## src/hdl/flag_byte_lz_line_decoder_macros.svh

```systemverilog
// Assertion macros for the flag-byte LZ line decoder.
// Used by files that sample clk and arst_n; no other dependencies.
`ifndef FLAG_BYTE_LZ_LINE_DECODER_MACROS_SVH
`define FLAG_BYTE_LZ_LINE_DECODER_MACROS_SVH

// Same-cycle implication.
`define FBLD_ASSERT_NOW(lbl, ante, cons, msg) \
	lbl: assert property (@(posedge clk) disable iff (!arst_n) (ante) |-> (cons)) \
		else $error(msg);

// Next-cycle implication.
`define FBLD_ASSERT_NEXT(lbl, ante, cons, msg) \
	lbl: assert property (@(posedge clk) disable iff (!arst_n) (ante) |=> (cons)) \
		else $error(msg);

`endif

```

## src/hdl/fbld_pkg.sv

```systemverilog
// Shared types, constants and the pixel interleave function for the decoder.
// No dependencies.
package fbld_pkg;

	localparam int WINDOW_DEPTH = 2048;
	localparam int ADDR_W       = $clog2(WINDOW_DEPTH);
	localparam int CNT_W        = $clog2(WINDOW_DEPTH + 1);
	localparam int DIST_W       = 16;
	localparam int EXT_W        = 18;
	localparam int NUM_DIST     = 16;
	localparam int CFG_IDX_W    = 3;
	localparam int CFG_DATA_W   = 64;

	localparam logic [CFG_IDX_W-1:0] REG_DIST_0_3     = 3'd0;
	localparam logic [CFG_IDX_W-1:0] REG_DIST_4_7     = 3'd1;
	localparam logic [CFG_IDX_W-1:0] REG_DIST_8_11    = 3'd2;
	localparam logic [CFG_IDX_W-1:0] REG_DIST_12_15   = 3'd3;
	localparam logic [CFG_IDX_W-1:0] REG_LINE_UNITS   = 3'd4;
	localparam logic [CFG_IDX_W-1:0] REG_LINE_COUNT   = 3'd5;

	localparam logic [7:0] LINE_UNITS_RST = 8'd80;
	localparam logic [9:0] LINE_COUNT_RST = 10'd400;
	localparam logic [3:0] FLAGS_PER_BYTE = 4'd8;
	localparam logic [4:0] COPY_LEN_BIAS  = 5'd2;

	typedef enum logic [1:0] {
		ST_IDLE,
		ST_READ,
		ST_WRITE
	} state_t;

	typedef struct packed {
		logic [7:0] line_units;
		logic [9:0] line_count;
	} geom_t;

	typedef struct packed {
		logic       clear;
		logic       push;
		logic       last_hint;
		logic [7:0] value;
	} emit_req_t;

	typedef struct packed {
		logic free;
		logic finished;
	} emit_sts_t;

	// bits 7,5,3,1 -> high nibble (pixel 0), bits 6,4,2,0 -> low nibble (pixel 1)
	function automatic logic [7:0] interleave(input logic [7:0] b);
		return {b[1], b[3], b[5], b[7], b[0], b[2], b[4], b[6]};
	endfunction

endpackage

```

## src/hdl/fbld_emit.sv

```systemverilog
// Output stage: line/image position tracking and the registered result word.
// Depends on fbld_pkg.
module fbld_emit (
	input  logic              clk,
	input  logic              arst_n,
	input  fbld_pkg::geom_t   geom,
	input  fbld_pkg::emit_req_t req,
	output fbld_pkg::emit_sts_t sts,
	output logic              out_valid,
	input  logic              out_stall,
	output logic [7:0]        pixel_pair,
	output logic              line_end,
	output logic              image_end,
	output logic              last
);

	logic [9:0] bil_q, ln_q, bil_eff, ln_eff;
	logic       fin_q, fin_eff;
	logic       out_valid_q;
	logic [7:0] pixel_q;
	logic       lend_q, iend_q, last_q;
	logic [9:0] line_bytes;
	logic       lend, iend, load;

	always_comb begin
		bil_eff    = req.clear ? '0 : bil_q;
		ln_eff     = req.clear ? '0 : ln_q;
		fin_eff    = req.clear ? 1'b0 : fin_q;
		line_bytes = {geom.line_units, 2'b00};
		lend       = ({1'b0, bil_eff} + 11'd1) >= {1'b0, line_bytes};
		iend       = lend && (({1'b0, ln_eff} + 11'd1) >= {1'b0, geom.line_count});
		load       = req.push && !fin_eff;
	end

	always_ff @(posedge clk or negedge arst_n) begin
		if (!arst_n) begin
			bil_q       <= '0;
			ln_q        <= '0;
			fin_q       <= 1'b0;
			out_valid_q <= 1'b0;
		end else begin
			if (load) begin
				bil_q <= lend ? '0 : bil_eff + 10'd1;
				ln_q  <= lend ? ln_eff + 10'd1 : ln_eff;
				fin_q <= iend;
			end else begin
				bil_q <= bil_eff;
				ln_q  <= ln_eff;
				fin_q <= fin_eff;
			end
			if (load) begin
				out_valid_q <= 1'b1;
			end else if (!out_stall) begin
				out_valid_q <= 1'b0;
			end
		end
	end

	always_ff @(posedge clk) begin
		if (load) begin
			pixel_q <= fbld_pkg::interleave(req.value);
			lend_q  <= lend;
			iend_q  <= iend;
			last_q  <= req.last_hint || iend;
		end
	end

	assign sts.free     = !out_valid_q || !out_stall;
	assign sts.finished = fin_q;
	assign out_valid    = out_valid_q;
	assign pixel_pair   = pixel_q;
	assign line_end     = lend_q;
	assign image_end    = iend_q;
	assign last         = last_q;

endmodule

```

## config.mk

```make
export PLATFORM = sky130hd
export DESIGN_NAME = fbld_emit
export DESIGN_NICKNAME = d
export VERILOG_FILES = /design/src/hdl/flag_byte_lz_line_decoder_macros.svh /design/src/hdl/fbld_pkg.sv /design/src/hdl/fbld_emit.sv
export SDC_FILE = /design/constraint.sdc
export NUM_CORES = 1
export LEC_CHECK = 0
export ABC_AREA = 1
export CAP_MARGIN = 20
export CORE_MARGIN = 2
export CORE_UTILIZATION = 50
export DETAILED_ROUTE_END_ITERATION = 8
export DONT_BUFFER_PORTS = 1
export GPL_TIMING_DRIVEN = 1
export PLACE_DENSITY_LB_ADDON = 0.08
export REMOVE_ABC_BUFFERS = 1
export SLEW_MARGIN = 20
export SYNTH_ARGS = -nofsm -noshare
export SYNTH_HDL_FRONTEND = slang
export SYNTH_SLANG_ARGS = --single-unit
```

## constraint.sdc

```tcl
create_clock -name clk -period 2.87 [get_ports clk]
set_clock_uncertainty 0.1 [all_clocks]
set_input_delay 0.287 -clock clk [delete_from_list [all_inputs] [get_ports clk]]
set_output_delay 0.287 -clock clk [all_outputs]
set_load 0.01 [all_outputs]
```

==> metrics.yaml, run 1 <==
sta:
  worst_slack_ns: 0.322
  finalCritPeriodShare_pct: 88.8
  slew_headroom_pct: 69.6
  rsz0062_at_grt: "no"
  whs_ns: 0.0681
  min_period_ns: 2.55
  tightest_slew_ns: 0.455
  finalSetupViolations: 0
  hold_viol: 0
  maxSlewViolCount: 0
  clock.fmax_ghz: 0.392
  finalSetupTns_ns: 0
synth:
  synth_cells: 305
  ys_ff_latch: 33
  syn_area_per_cell_um2: 7.81
  synth_warnings: 0
  netlist_area_um2: 2380
  synth_cell_types: 36
  yosysSeqAreaShare_pct: 37.0
cells_and_area:
  final_area_um2: 2590
  num-fill-cells: 439
  fin_cells: 371
  antenna_cells: 0
  drive_gt1_share_pct: 15.1
  utilization_pct: 55.7
  final-seq-area_um2: 882
  synthToLayoutAreaGrowth_pct: 8.93
  final_nets: 365
  final_cell_mix: "nand2_1, inv_1, nor2_1, dfrtp_1, nand3_1"
  final_common_cell: "nand2_1"
  multi_input_comb_area_um2: 1200
global_routing:
  overflow: 0
  track_usage_pct: 19.1
  grt_pass1_wl_um: 7850
  grt_pass1_vias: 1778
  grt_max_degree: 23
  antenna_found_initial: 0
floorplanning:
  ioPinCount: 46
  row_count: 25
  dieWidth_um: 73.0
  die_h_um: 73.0
  core_um2: 4660
  initial_utilization_pct: 51.1
  dieArea_um2: 5330
status:
  status: "finished, final reports clean"
detailed_routing:
  vias_per_cell: 4.91
  vias: 1822
  drc: 0
  drt_wl_total_um: 4470
  drt_iter0_drc: 58
  firstDrtPassIters: 4
  ant_nets: 0
  wire_per_inst_um: 12.1
job:
  maxCapViolations: 0
power_and_ir_drop:
  power_density_nw_per_um2: 359
  finalPower_mw: 0.932
  p_leak_nw: 1.41
  vdd_drop_max_v: 0.000197
worst_setup_path:
  r2r_cells: 19
  crit_arrival_ns: 2.62
  rr_startpoint: "bil_q[2]"
  startpoint_type: "flop"
  r2r-end: "ln_q[5]"
  r2r_slack_ns: 0.32
  cpMaxStageDelayCell: "dfrtp_2"
  cp_common_cell: "nand2_1"
  critical_path_class: "flop to flop"
  crit_fanout: 15
  path_cells: "nand3_4 -> nor2_2 -> nand2_1 -> nor2_2 -> inv_2 -> nand2_1 -> inv_1 -> ha_1 -> nand2_1 -> nor2_1 -> nand2_1 -> nor2_1 -> nor2_1 -> nand2_1 -> nand2_2 -> nand2_8 -> nand2_2 -> nand2_1 -> o21ai_2"
  worst_path_largest_cell_delay_ns: 0.41
  worstSetupEndpointType: "flop"
  required_ns: 2.94
clocking:
  cts_root_buf: "clkbuf_8"
  cts_buffer_depth: 2
  cts_made_buffers: 5
  cts.sinks: 33
  h-tree-depth: 2
  cts_tree: "yes"
  clk_latency_ns: 0.29
  path_clk_slew_ns: 0.08
min_path:
  worstHoldStart: "req[8]"
  min_to: "last"
  hold_depth: 2
  hold_path.class: "input pin to flop"
place:
  place_inst: 353
  dp_hpwl_um: 3430
  placed_cell_area_um2: 2400
  place_congestion: 0.857
  dp_slack_ns: 0.302
  io_buffers: 0
## cells in the mapped netlist (all sizes together)
library cell / instances / share of area, %
a21o: 1 / 0.32
a21oi: 7 / 1.8
buf: 8 / 2.8
dfrtp: 22 / 23
edfxtp: 11 / 14
ha: 17 / 8.9
inv: 61 / 9.9
nand2: 89 / 16
nand3: 23 / 6.1
nand3b: 1 / 0.32
nor2: 36 / 8.7
nor3: 2 / 0.63
o21a: 2 / 0.63
o21ai: 16 / 4.0
o21bai: 1 / 0.32
o22ai: 1 / 0.26
o2bb2ai: 1 / 0.37
or2: 1 / 0.26
xnor2: 1 / 0.37
xor2: 4 / 1.5
## flip-flops by register name, indices dropped and copies added, names as in the netlist
name and cells:
ln_q 10, last 1, line_end 1, bil_q 10, out_valid 1, pixel_pair 8
image_end 1, fin_q 1
## what timing repair did
item / in CTS / in global routing
hold buffers: 10 / 0
setup buffers: 0 / 0
endpoints found under the hold margin: 30 / 0
endpoints found under the setup margin: 0 / 1
gates resized for setup: 0 / 1
## cell families (layout without fill, tap and decap cells)
| kind of cell | Yosys count | in the layout | synth area share (%) |
|---|---|---|---|
| fa+ha+maj | 17 | 17 | 8.93 |
| xor+xnor | 5 | 5 | 1.84 |
| simple gates | 152 | 152 | 31.8 |
| flops | 33 | 33 | 37.0 |
| buf+inv | 69 | 81 | 12.8 |
| compound gates | 29 | 29 | 7.67 |
## layout make-up
type | count | area share, %
Multi-Input combinational cell | 203 | 46.1
Sequential cell | 33 | 34.0
Inverter | 61 | 9.12
Timing Repair Buffer | 12 | 4.82
Clock buffer | 5 | 2.65
Tap cell | 54 | 2.60
Clock inverter | 3 | 0.675
## how the worst max path moves through the flow
stage	from	end	slack, ns	cells after the start
4_1_cts	bil_q[2]	ln_q[5]	0.29	19
2_1_floorplan	bil_q[2]	ln_q[9]	0.57	17
3_3_place_gp	bil_q[2]	ln_q[5]	0.30	19
6_report	bil_q[2]	ln_q[5]	0.32	19
3_5_place_dp	bil_q[2]	ln_q[7]	0.30	19
5_1_grt	bil_q[1]	ln_q[5]	0.02	19
## metal layers
metal  global-route usage, %  routed length, um  up-vias
li1                        -                  -      966
met1                    23.2               2070      817
met2                    33.2               2210       30
met3                    4.01                104        9
met4                    6.79                 82        0
met5                       0                  0        -
## critical path: cells and delay by family, from the launching register on
| kind | cells | cell delay [ns] |
|---|---|---|
| adder cells (fa/ha/maj) | 1 | 0.29 |
| flip-flops | 1 | 0.41 |
| AND/OR/NAND/NOR | 15 | 1.48 |
| buffers and inverters | 2 | 0.09 |
| AO/OA/AOI/OAI | 1 | 0.06 |
## where the power goes
part / internal, mW / switching [mW] / total, mW / leakage (nW)
Combinational: 0.0296 / 0.0452 / 0.0748 / 0.955
Sequential: 0.501 / 0.0122 / 0.513 / 0.408
Clock: 0.167 / 0.177 / 0.344 / 0.0439
No activity file was read; power rests on OpenSTA's default activity.
==> run 2: changes to the inputs <==
Settings changed: PLACE_DENSITY_LB_ADDON 0.08 to unset.
==> run 2 against run 1 <==
Final cell count stayed put; hold slack better by 0.0056 ns; via count hardly changed; worst setup slack worse by 0.023 ns; largest power group unchanged; clock power hardly changed.
==> metrics.yaml, run 2 (same netlist as run 1, synthesis figures left out) <==
global_routing:
  gr-usage-met3_pct: 3.59  # was 4.01%
  grt.met1_usage_pct: 23.2  # about the same
  grt_pass1_vias: 1780  # was 1778
  track_usage_pct: 18.7  # was 19.1%
  grt_max_degree: 23  # unchanged
  antenna_found_initial: 0  # unchanged
  busiest_layer: "met2"  # unchanged
  overflow: 0  # unchanged
  met2_usage_pct: 32.7  # was 33.2%
  grt_pass1_wl_um: 7710  # was 7850 um
floorplanning:
  core_um2: 4660  # unchanged
  initial_utilization_pct: 51.1  # unchanged
  ioPinCount: 46  # unchanged
  dieWidth_um: 73.0  # unchanged
  row_count: 25  # unchanged
  dieArea_um2: 5330  # unchanged
  die_h_um: 73.0  # unchanged
worst_setup_path:
  r2r_slack_ns: 0.30  # was 0.32 ns
  startpoint: "bil_q[2]"  # unchanged
  crit_family: "simple AND/OR/NAND/NOR gates"  # unchanged
  required_ns: 2.95  # was 2.94 ns
  cp_common_cell: "nand2_1"  # unchanged
  critical_path_class: "flop to flop"  # unchanged
  worst_path_largest_cell_delay_ns: 0.44  # was 0.41 ns
  r2r_cells: 19  # unchanged
  startpoint_type: "flop"  # unchanged
  crit_fanout: 15  # unchanged
  rr_startpoint: "bil_q[2]"  # unchanged
  cpMaxStageDelayCell: "dfrtp_1"  # was dfrtp_2
  crit_buf_inv: 2  # unchanged
  crit_arrival_ns: 2.65  # was 2.62 ns
  worstSetupEndpointType: "flop"  # unchanged
  path_cells: "nand3_4 -> nor2_2 -> nand2_1 -> nor2_2 -> inv_2 -> nand2_1 -> inv_1 -> ha_1 -> nand2_1 -> nor2_1 -> nand2_1 -> nor2_1 -> nor2_1 -> nand2_1 -> nand2_2 -> nand2_8 -> nand2_2 -> nand2_1 -> o21ai_2"  # unchanged
  r2r-end: "ln_q[5]"  # unchanged
place:
  dp_hpwl_um: 3490  # was 3430 um
  placed_cell_area_um2: 2400  # unchanged
  io_buffers: 0  # unchanged
  place_congestion: 0.886  # was 0.857
cells_and_area:
  final_cell_mix: "nand2_1, inv_1, nor2_1, dfrtp_1, nand3_1"  # unchanged
  drive_gt1_share_pct: 14.8  # was 15.1%
  final_nets: 365  # unchanged
  final_common_cell: "nand2_1"  # unchanged
  antenna_cells: 0  # unchanged
  num-fill-cells: 468  # was 439
  final-seq-area_um2: 881  # was 882 um2
  multi_input_comb_area_um2: 1200  # unchanged
  synthToLayoutAreaGrowth_pct: 8.25  # was 8.93%
  final_area_um2: 2580  # was 2590 um2
clocking:
  cts_root_buf: "clkbuf_8"  # unchanged
  cts_made_buffers: 5  # unchanged
  cts_buffer_depth: 2  # unchanged
  cts_tree: "yes"  # unchanged
  cts_setup_buffers: 0  # unchanged
  clk_latency_ns: 0.28  # was 0.29 ns
  cts.sinks: 33  # unchanged
  h-tree-depth: 2  # unchanged
  path_clk_slew_ns: 0.07  # was 0.08 ns
min_path:
  min_to: "last"  # unchanged
  hold_depth: 2  # unchanged
  worstHoldStart: "req[8]"  # unchanged
  hold_path.class: "input pin to flop"  # unchanged
sta:
  finalSetupTns_ns: 0  # unchanged
  tightest_slew_ns: 0.535  # was 0.455 ns
  min_period_ns: 2.57  # was 2.55 ns
  maxSlewViolCount: 0  # unchanged
  clock.fmax_ghz: 0.389  # was 0.392 GHz
  hold_viol: 0  # unchanged
  rsz0062_at_grt: "no"  # unchanged
  finalSetupViolations: 0  # unchanged
  finalCritPeriodShare_pct: 89.6  # was 88.8%
  slew_headroom_pct: 64.3  # was 69.6%
detailed_routing:
  vias: 1821  # was 1822
  drt_wl_total_um: 4530  # was 4470 um
  vias_per_cell: 4.91  # about the same
  drt_iter0_drc: 59  # was 58
  ant_nets: 0  # unchanged
  wire_per_inst_um: 12.2  # was 12.1 um
  firstDrtPassIters: 4  # unchanged
  drc: 0  # unchanged
power_and_ir_drop:
  p_leak_nw: 1.40  # was 1.41 nW
  power_density_nw_per_um2: 360  # was 359 nW/um2
  vdd_drop_max_v: 0.000221  # was 0.000197 V
job:
  maxCapViolations: 0  # unchanged
status:
  status: "finished, final reports clean"  # unchanged
## run 2: cell types whose count changed in the layout (fill, tap and decap cells not counted)
cell / delta
buf_2: +1
dfrtp_2: -1
dfrtp_1: +1
buf_12: -1
## run 2: area by class of cell
class                           instances  area share, %
Tap cell                               54           2.62
Clock inverter                          3          0.680
Inverter                               61           9.17
Clock buffer                            5           2.67
Sequential cell                        33           34.2
Multi-Input combinational cell        203           46.4
Timing Repair Buffer                   12           4.27
## run 2: what timing repair did
action	4_1_cts	5_1_grt
hold buffers	9	1
resized for setup	0	0
hold endpoints to repair	30	22
setup endpoints to repair	0	0
## run 2: worst max-delay path by stage
stage                   end  slack (ns)  depth (start not counted)
CTS                 ln_q[5]        0.28                         19
finish              ln_q[5]        0.30                         19
floorplan           ln_q[9]        0.57                         17
global placement    ln_q[5]        0.29                         19
detailed placement  ln_q[5]        0.29                         19
global route        ln_q[9]        0.03                         17
## run 2: worst reg2reg max path, stage by stage, from the launching register on
cell,delay [ns]
dfrtp_1,0.44
nand3_4,0.10
nor2_2,0.14
nand2_1,0.13
nor2_2,0.14
inv_2,0.05
nand2_1,0.06
inv_1,0.05
ha_1,0.29
nand2_1,0.05
nor2_1,0.08
nand2_1,0.05
nor2_1,0.08
nor2_1,0.04
nand2_1,0.06
nand2_2,0.09
nand2_8,0.14
nand2_2,0.18
nand2_1,0.14
o21ai_2,0.06
## run 2: layer usage
layer,share of wire (%),up-vias
li1,-,960
met1,46,827
met2,51,30
met3,2.2,4
met4,0.75,0
met5,0,-
## run 2: stage by stage
step,setup WS [ns],std cells,power [mW],hold slack [ns],utilization (%)
2_1_floorplan,0.571,297,0.564,-0.109,-
3_3_place_gp,0.286,353,0.578,-0.108,51.4
3_5_place_dp,0.293,353,0.578,-0.108,51.4
4_1_cts,0.275,370,0.939,0.0675,55.2
5_1_grt,0.0257,371,0.967,0.0723,55.3
6_report,0.299,371,0.929,0.0737,55.3
## run 2: where the power goes
group / total, mW / switching, mW / leakage [nW] / internal, mW
combinational: 0.0717 / 0.0444 / 0.950 / 0.0273
clock: 0.344 / 0.177 / 0.0439 / 0.167
sequential: 0.513 / 0.0121 / 0.410 / 0.501
==> run 3: changes to the inputs <==
Settings changed: CORE_UTILIZATION 50 to 30.
==> run 3 against run 2 <==
Combinational power is 3% higher; count of clock-buffer cells in the layout stayed put; global-route usage shrank 6.6 points; largest power group unchanged; sequential power about the same; cell area grew 2.5%; hold slack better by 0.011 ns; maximum frequency down 0.14%; final cell count is 13% higher.
==> metrics.yaml, run 3 (same netlist as run 1, synthesis figures left out) <==
clocking:
  clk_latency_ns: 0.28  # about the same
  h-tree-depth: 2  # unchanged
  cts.sinks: 33  # unchanged
  cts_setup_buffers: 0  # unchanged
  cts_made_buffers: 5  # unchanged
  cts_tree: "yes"  # unchanged
  cts_buffer_depth: 2  # unchanged
  cts_root_buf: "clkbuf_8"  # unchanged
  path_clk_slew_ns: 0.07  # about the same
place:
  placed_cell_area_um2: 2460  # was 2400 um2
  place_congestion: 0.796  # was 0.886
  dp_slack_ns: 0.257  # was 0.293 ns
  dp_hpwl_um: 3850  # was 3490 um
  io_buffers: 0  # unchanged
sta:
  rsz0062_at_grt: "no"  # unchanged
  finalSetupViolations: 0  # unchanged
  finalCritPeriodShare_pct: 89.7  # was 89.6%
  slew_headroom_pct: 64.0  # was 64.3%
  tightest_slew_ns: 0.539  # was 0.535 ns
  hold_viol: 0  # unchanged
  finalSetupTns_ns: 0  # unchanged
  min_period_ns: 2.57  # about the same
  worst_slack_ns: 0.295  # was 0.299 ns
  maxSlewViolCount: 0  # unchanged
  clock.fmax_ghz: 0.388  # was 0.389 GHz
global_routing:
  antenna_found_initial: 0  # unchanged
  overflow: 0  # unchanged
  grt_pass1_vias: 1807  # was 1780
  track_usage_pct: 12.1  # was 18.7%
  grt_max_degree: 23  # unchanged
  grt_pass1_wl_um: 8270  # was 7710 um
floorplanning:
  ioPinCount: 46  # unchanged
  die_h_um: 93.1  # was 73.0 um
  dieWidth_um: 93.1  # was 73.0 um
  row_count: 32  # was 25
  initial_utilization_pct: 30.8  # was 51.1%
  dieArea_um2: 8670  # was 5330 um2
  core_um2: 7730  # was 4660 um2
worst_setup_path:
  required_ns: 2.97  # was 2.95 ns
  worst_path_largest_cell_delay_ns: 0.43  # was 0.44 ns
  startpoint_type: "flop"  # unchanged
  crit_buf_inv: 0  # was 2
  worstSetupEndpointType: "flop"  # unchanged
  critical_path_class: "flop to flop"  # unchanged
  cp_common_cell: "nand2_1"  # unchanged
  crit_family: "simple AND/OR/NAND/NOR gates"  # unchanged
  path_cells: "nand3_4 -> nor2_2 -> nand2_1 -> nor2_2 -> nand2_1 -> nand2_1 -> a21oi_2 -> ha_1 -> or2_2 -> nor2_1 -> nand2_1 -> nand2_2 -> nand2_8 -> nor2_4 -> nand2_1 -> o21ai_1"  # was nand3_4 -> nor2_2 -> nand2_1 -> nor2_2 -> inv_2 -> nand2_1 -> inv_1 -> ha_1 -> nand2_1 -> nor2_1 -> nand2_1 -> nor2_1 -> nor2_1 -> nand2_1 -> nand2_2 -> nand2_8 -> nand2_2 -> nand2_1 -> o21ai_2
  crit_arrival_ns: 2.68  # was 2.65 ns
  crit_fanout: 15  # unchanged
  cpMaxStageDelayCell: "dfrtp_1"  # unchanged
power_and_ir_drop:
  finalPower_mw: 0.929  # about the same
  p_leak_nw: 1.41  # was 1.40 nW
  power_density_nw_per_um2: 352  # was 360 nW/um2
  vdd_drop_max_v: 0.000175  # was 0.000221 V
cells_and_area:
  final_nets: 365  # unchanged
  utilization_pct: 34.2  # was 55.3%
  antenna_cells: 0  # unchanged
  final_area_um2: 2640  # was 2580 um2
  drive_gt1_share_pct: 14.8  # unchanged
  num-fill-cells: 788  # was 468
  final_common_cell: "nand2_1"  # unchanged
  final-seq-area_um2: 881  # unchanged
  synthToLayoutAreaGrowth_pct: 11.0  # was 8.25%
  final_cell_mix: "nand2_1, inv_1, nor2_1, dfrtp_1, nand3_1"  # unchanged
  multi_input_comb_area_um2: 1200  # about the same
job:
  maxCapViolations: 0  # unchanged
detailed_routing:
  vias_per_cell: 4.40  # was 4.91
  vias: 1844  # was 1821
  firstDrtPassIters: 4  # unchanged
  ant_nets: 0  # unchanged
  wire_per_inst_um: 11.7  # was 12.2 um
  drt_iter0_drc: 98  # was 59
  drt_wl_total_um: 4890  # was 4530 um
  drc: 0  # unchanged
min_path:
  hold_path.class: "input pin to flop"  # unchanged
status:
  status: "finished, final reports clean"  # unchanged
==> run 3: worst paths after layout <==
path | slack (ns) | depth (start not counted) | end | startpoint
worst max-delay path | 0.30 | 16 | bil_q[8] | bil_q[2]
worst min-delay path | 0.08 | 2 | last | req[8]
worst max register to register | 0.30 | 16 | bil_q[8] | bil_q[2]
worst min register to register | 0.46 | 2 | bil_q[9] | bil_q[9]
max in group asynchronous | 1.85 | 2 | ln_q[2] | arst_n
min in group asynchronous | 0.46 | 2 | bil_q[0] | arst_n
==> run 3: repair_timing <==
action	in CTS	in global routing
endpoints found under the hold margin	30	22
resized for setup	0	1
setup endpoints to repair	0	5
hold buffers	9	1
==> run 3: final cells by class <==
type	instances	share of cell area, %
clock buffers	5	2.60
clock inverters	3	0.663
inverters	61	8.95
multi-input cells	203	45.5
flip-flops and latches	33	33.3
well taps	102	4.83
repair buffers	12	4.17
==> run 3: power by group <==
group,switching [mW],total [mW],internal [mW]
Combinational,0.0461,0.0735,0.0274
Clock,0.175,0.342,0.167
Sequential,0.0127,0.513,0.501
==> run 3: per-layer routing <==
layer / global-route usage (%) / vias to the layer above / share of wire, %
li1: - / 967 / -
met1: 16.4 / 821 / 49
met2: 19.3 / 49 / 45
met3: 2.10 / 7 / 4.5
met4: 4.41 / 0 / 1.6
met5: 0 / - / 0
==> run 3: stage by stage <==
step / hold WS, ns / cells
floorplan: -0.109 / 297
global placement: -0.108 / 401
detailed placement: -0.107 / 401
CTS: 0.0742 / 418
global route: 0.0861 / 419
finish: 0.0845 / 419
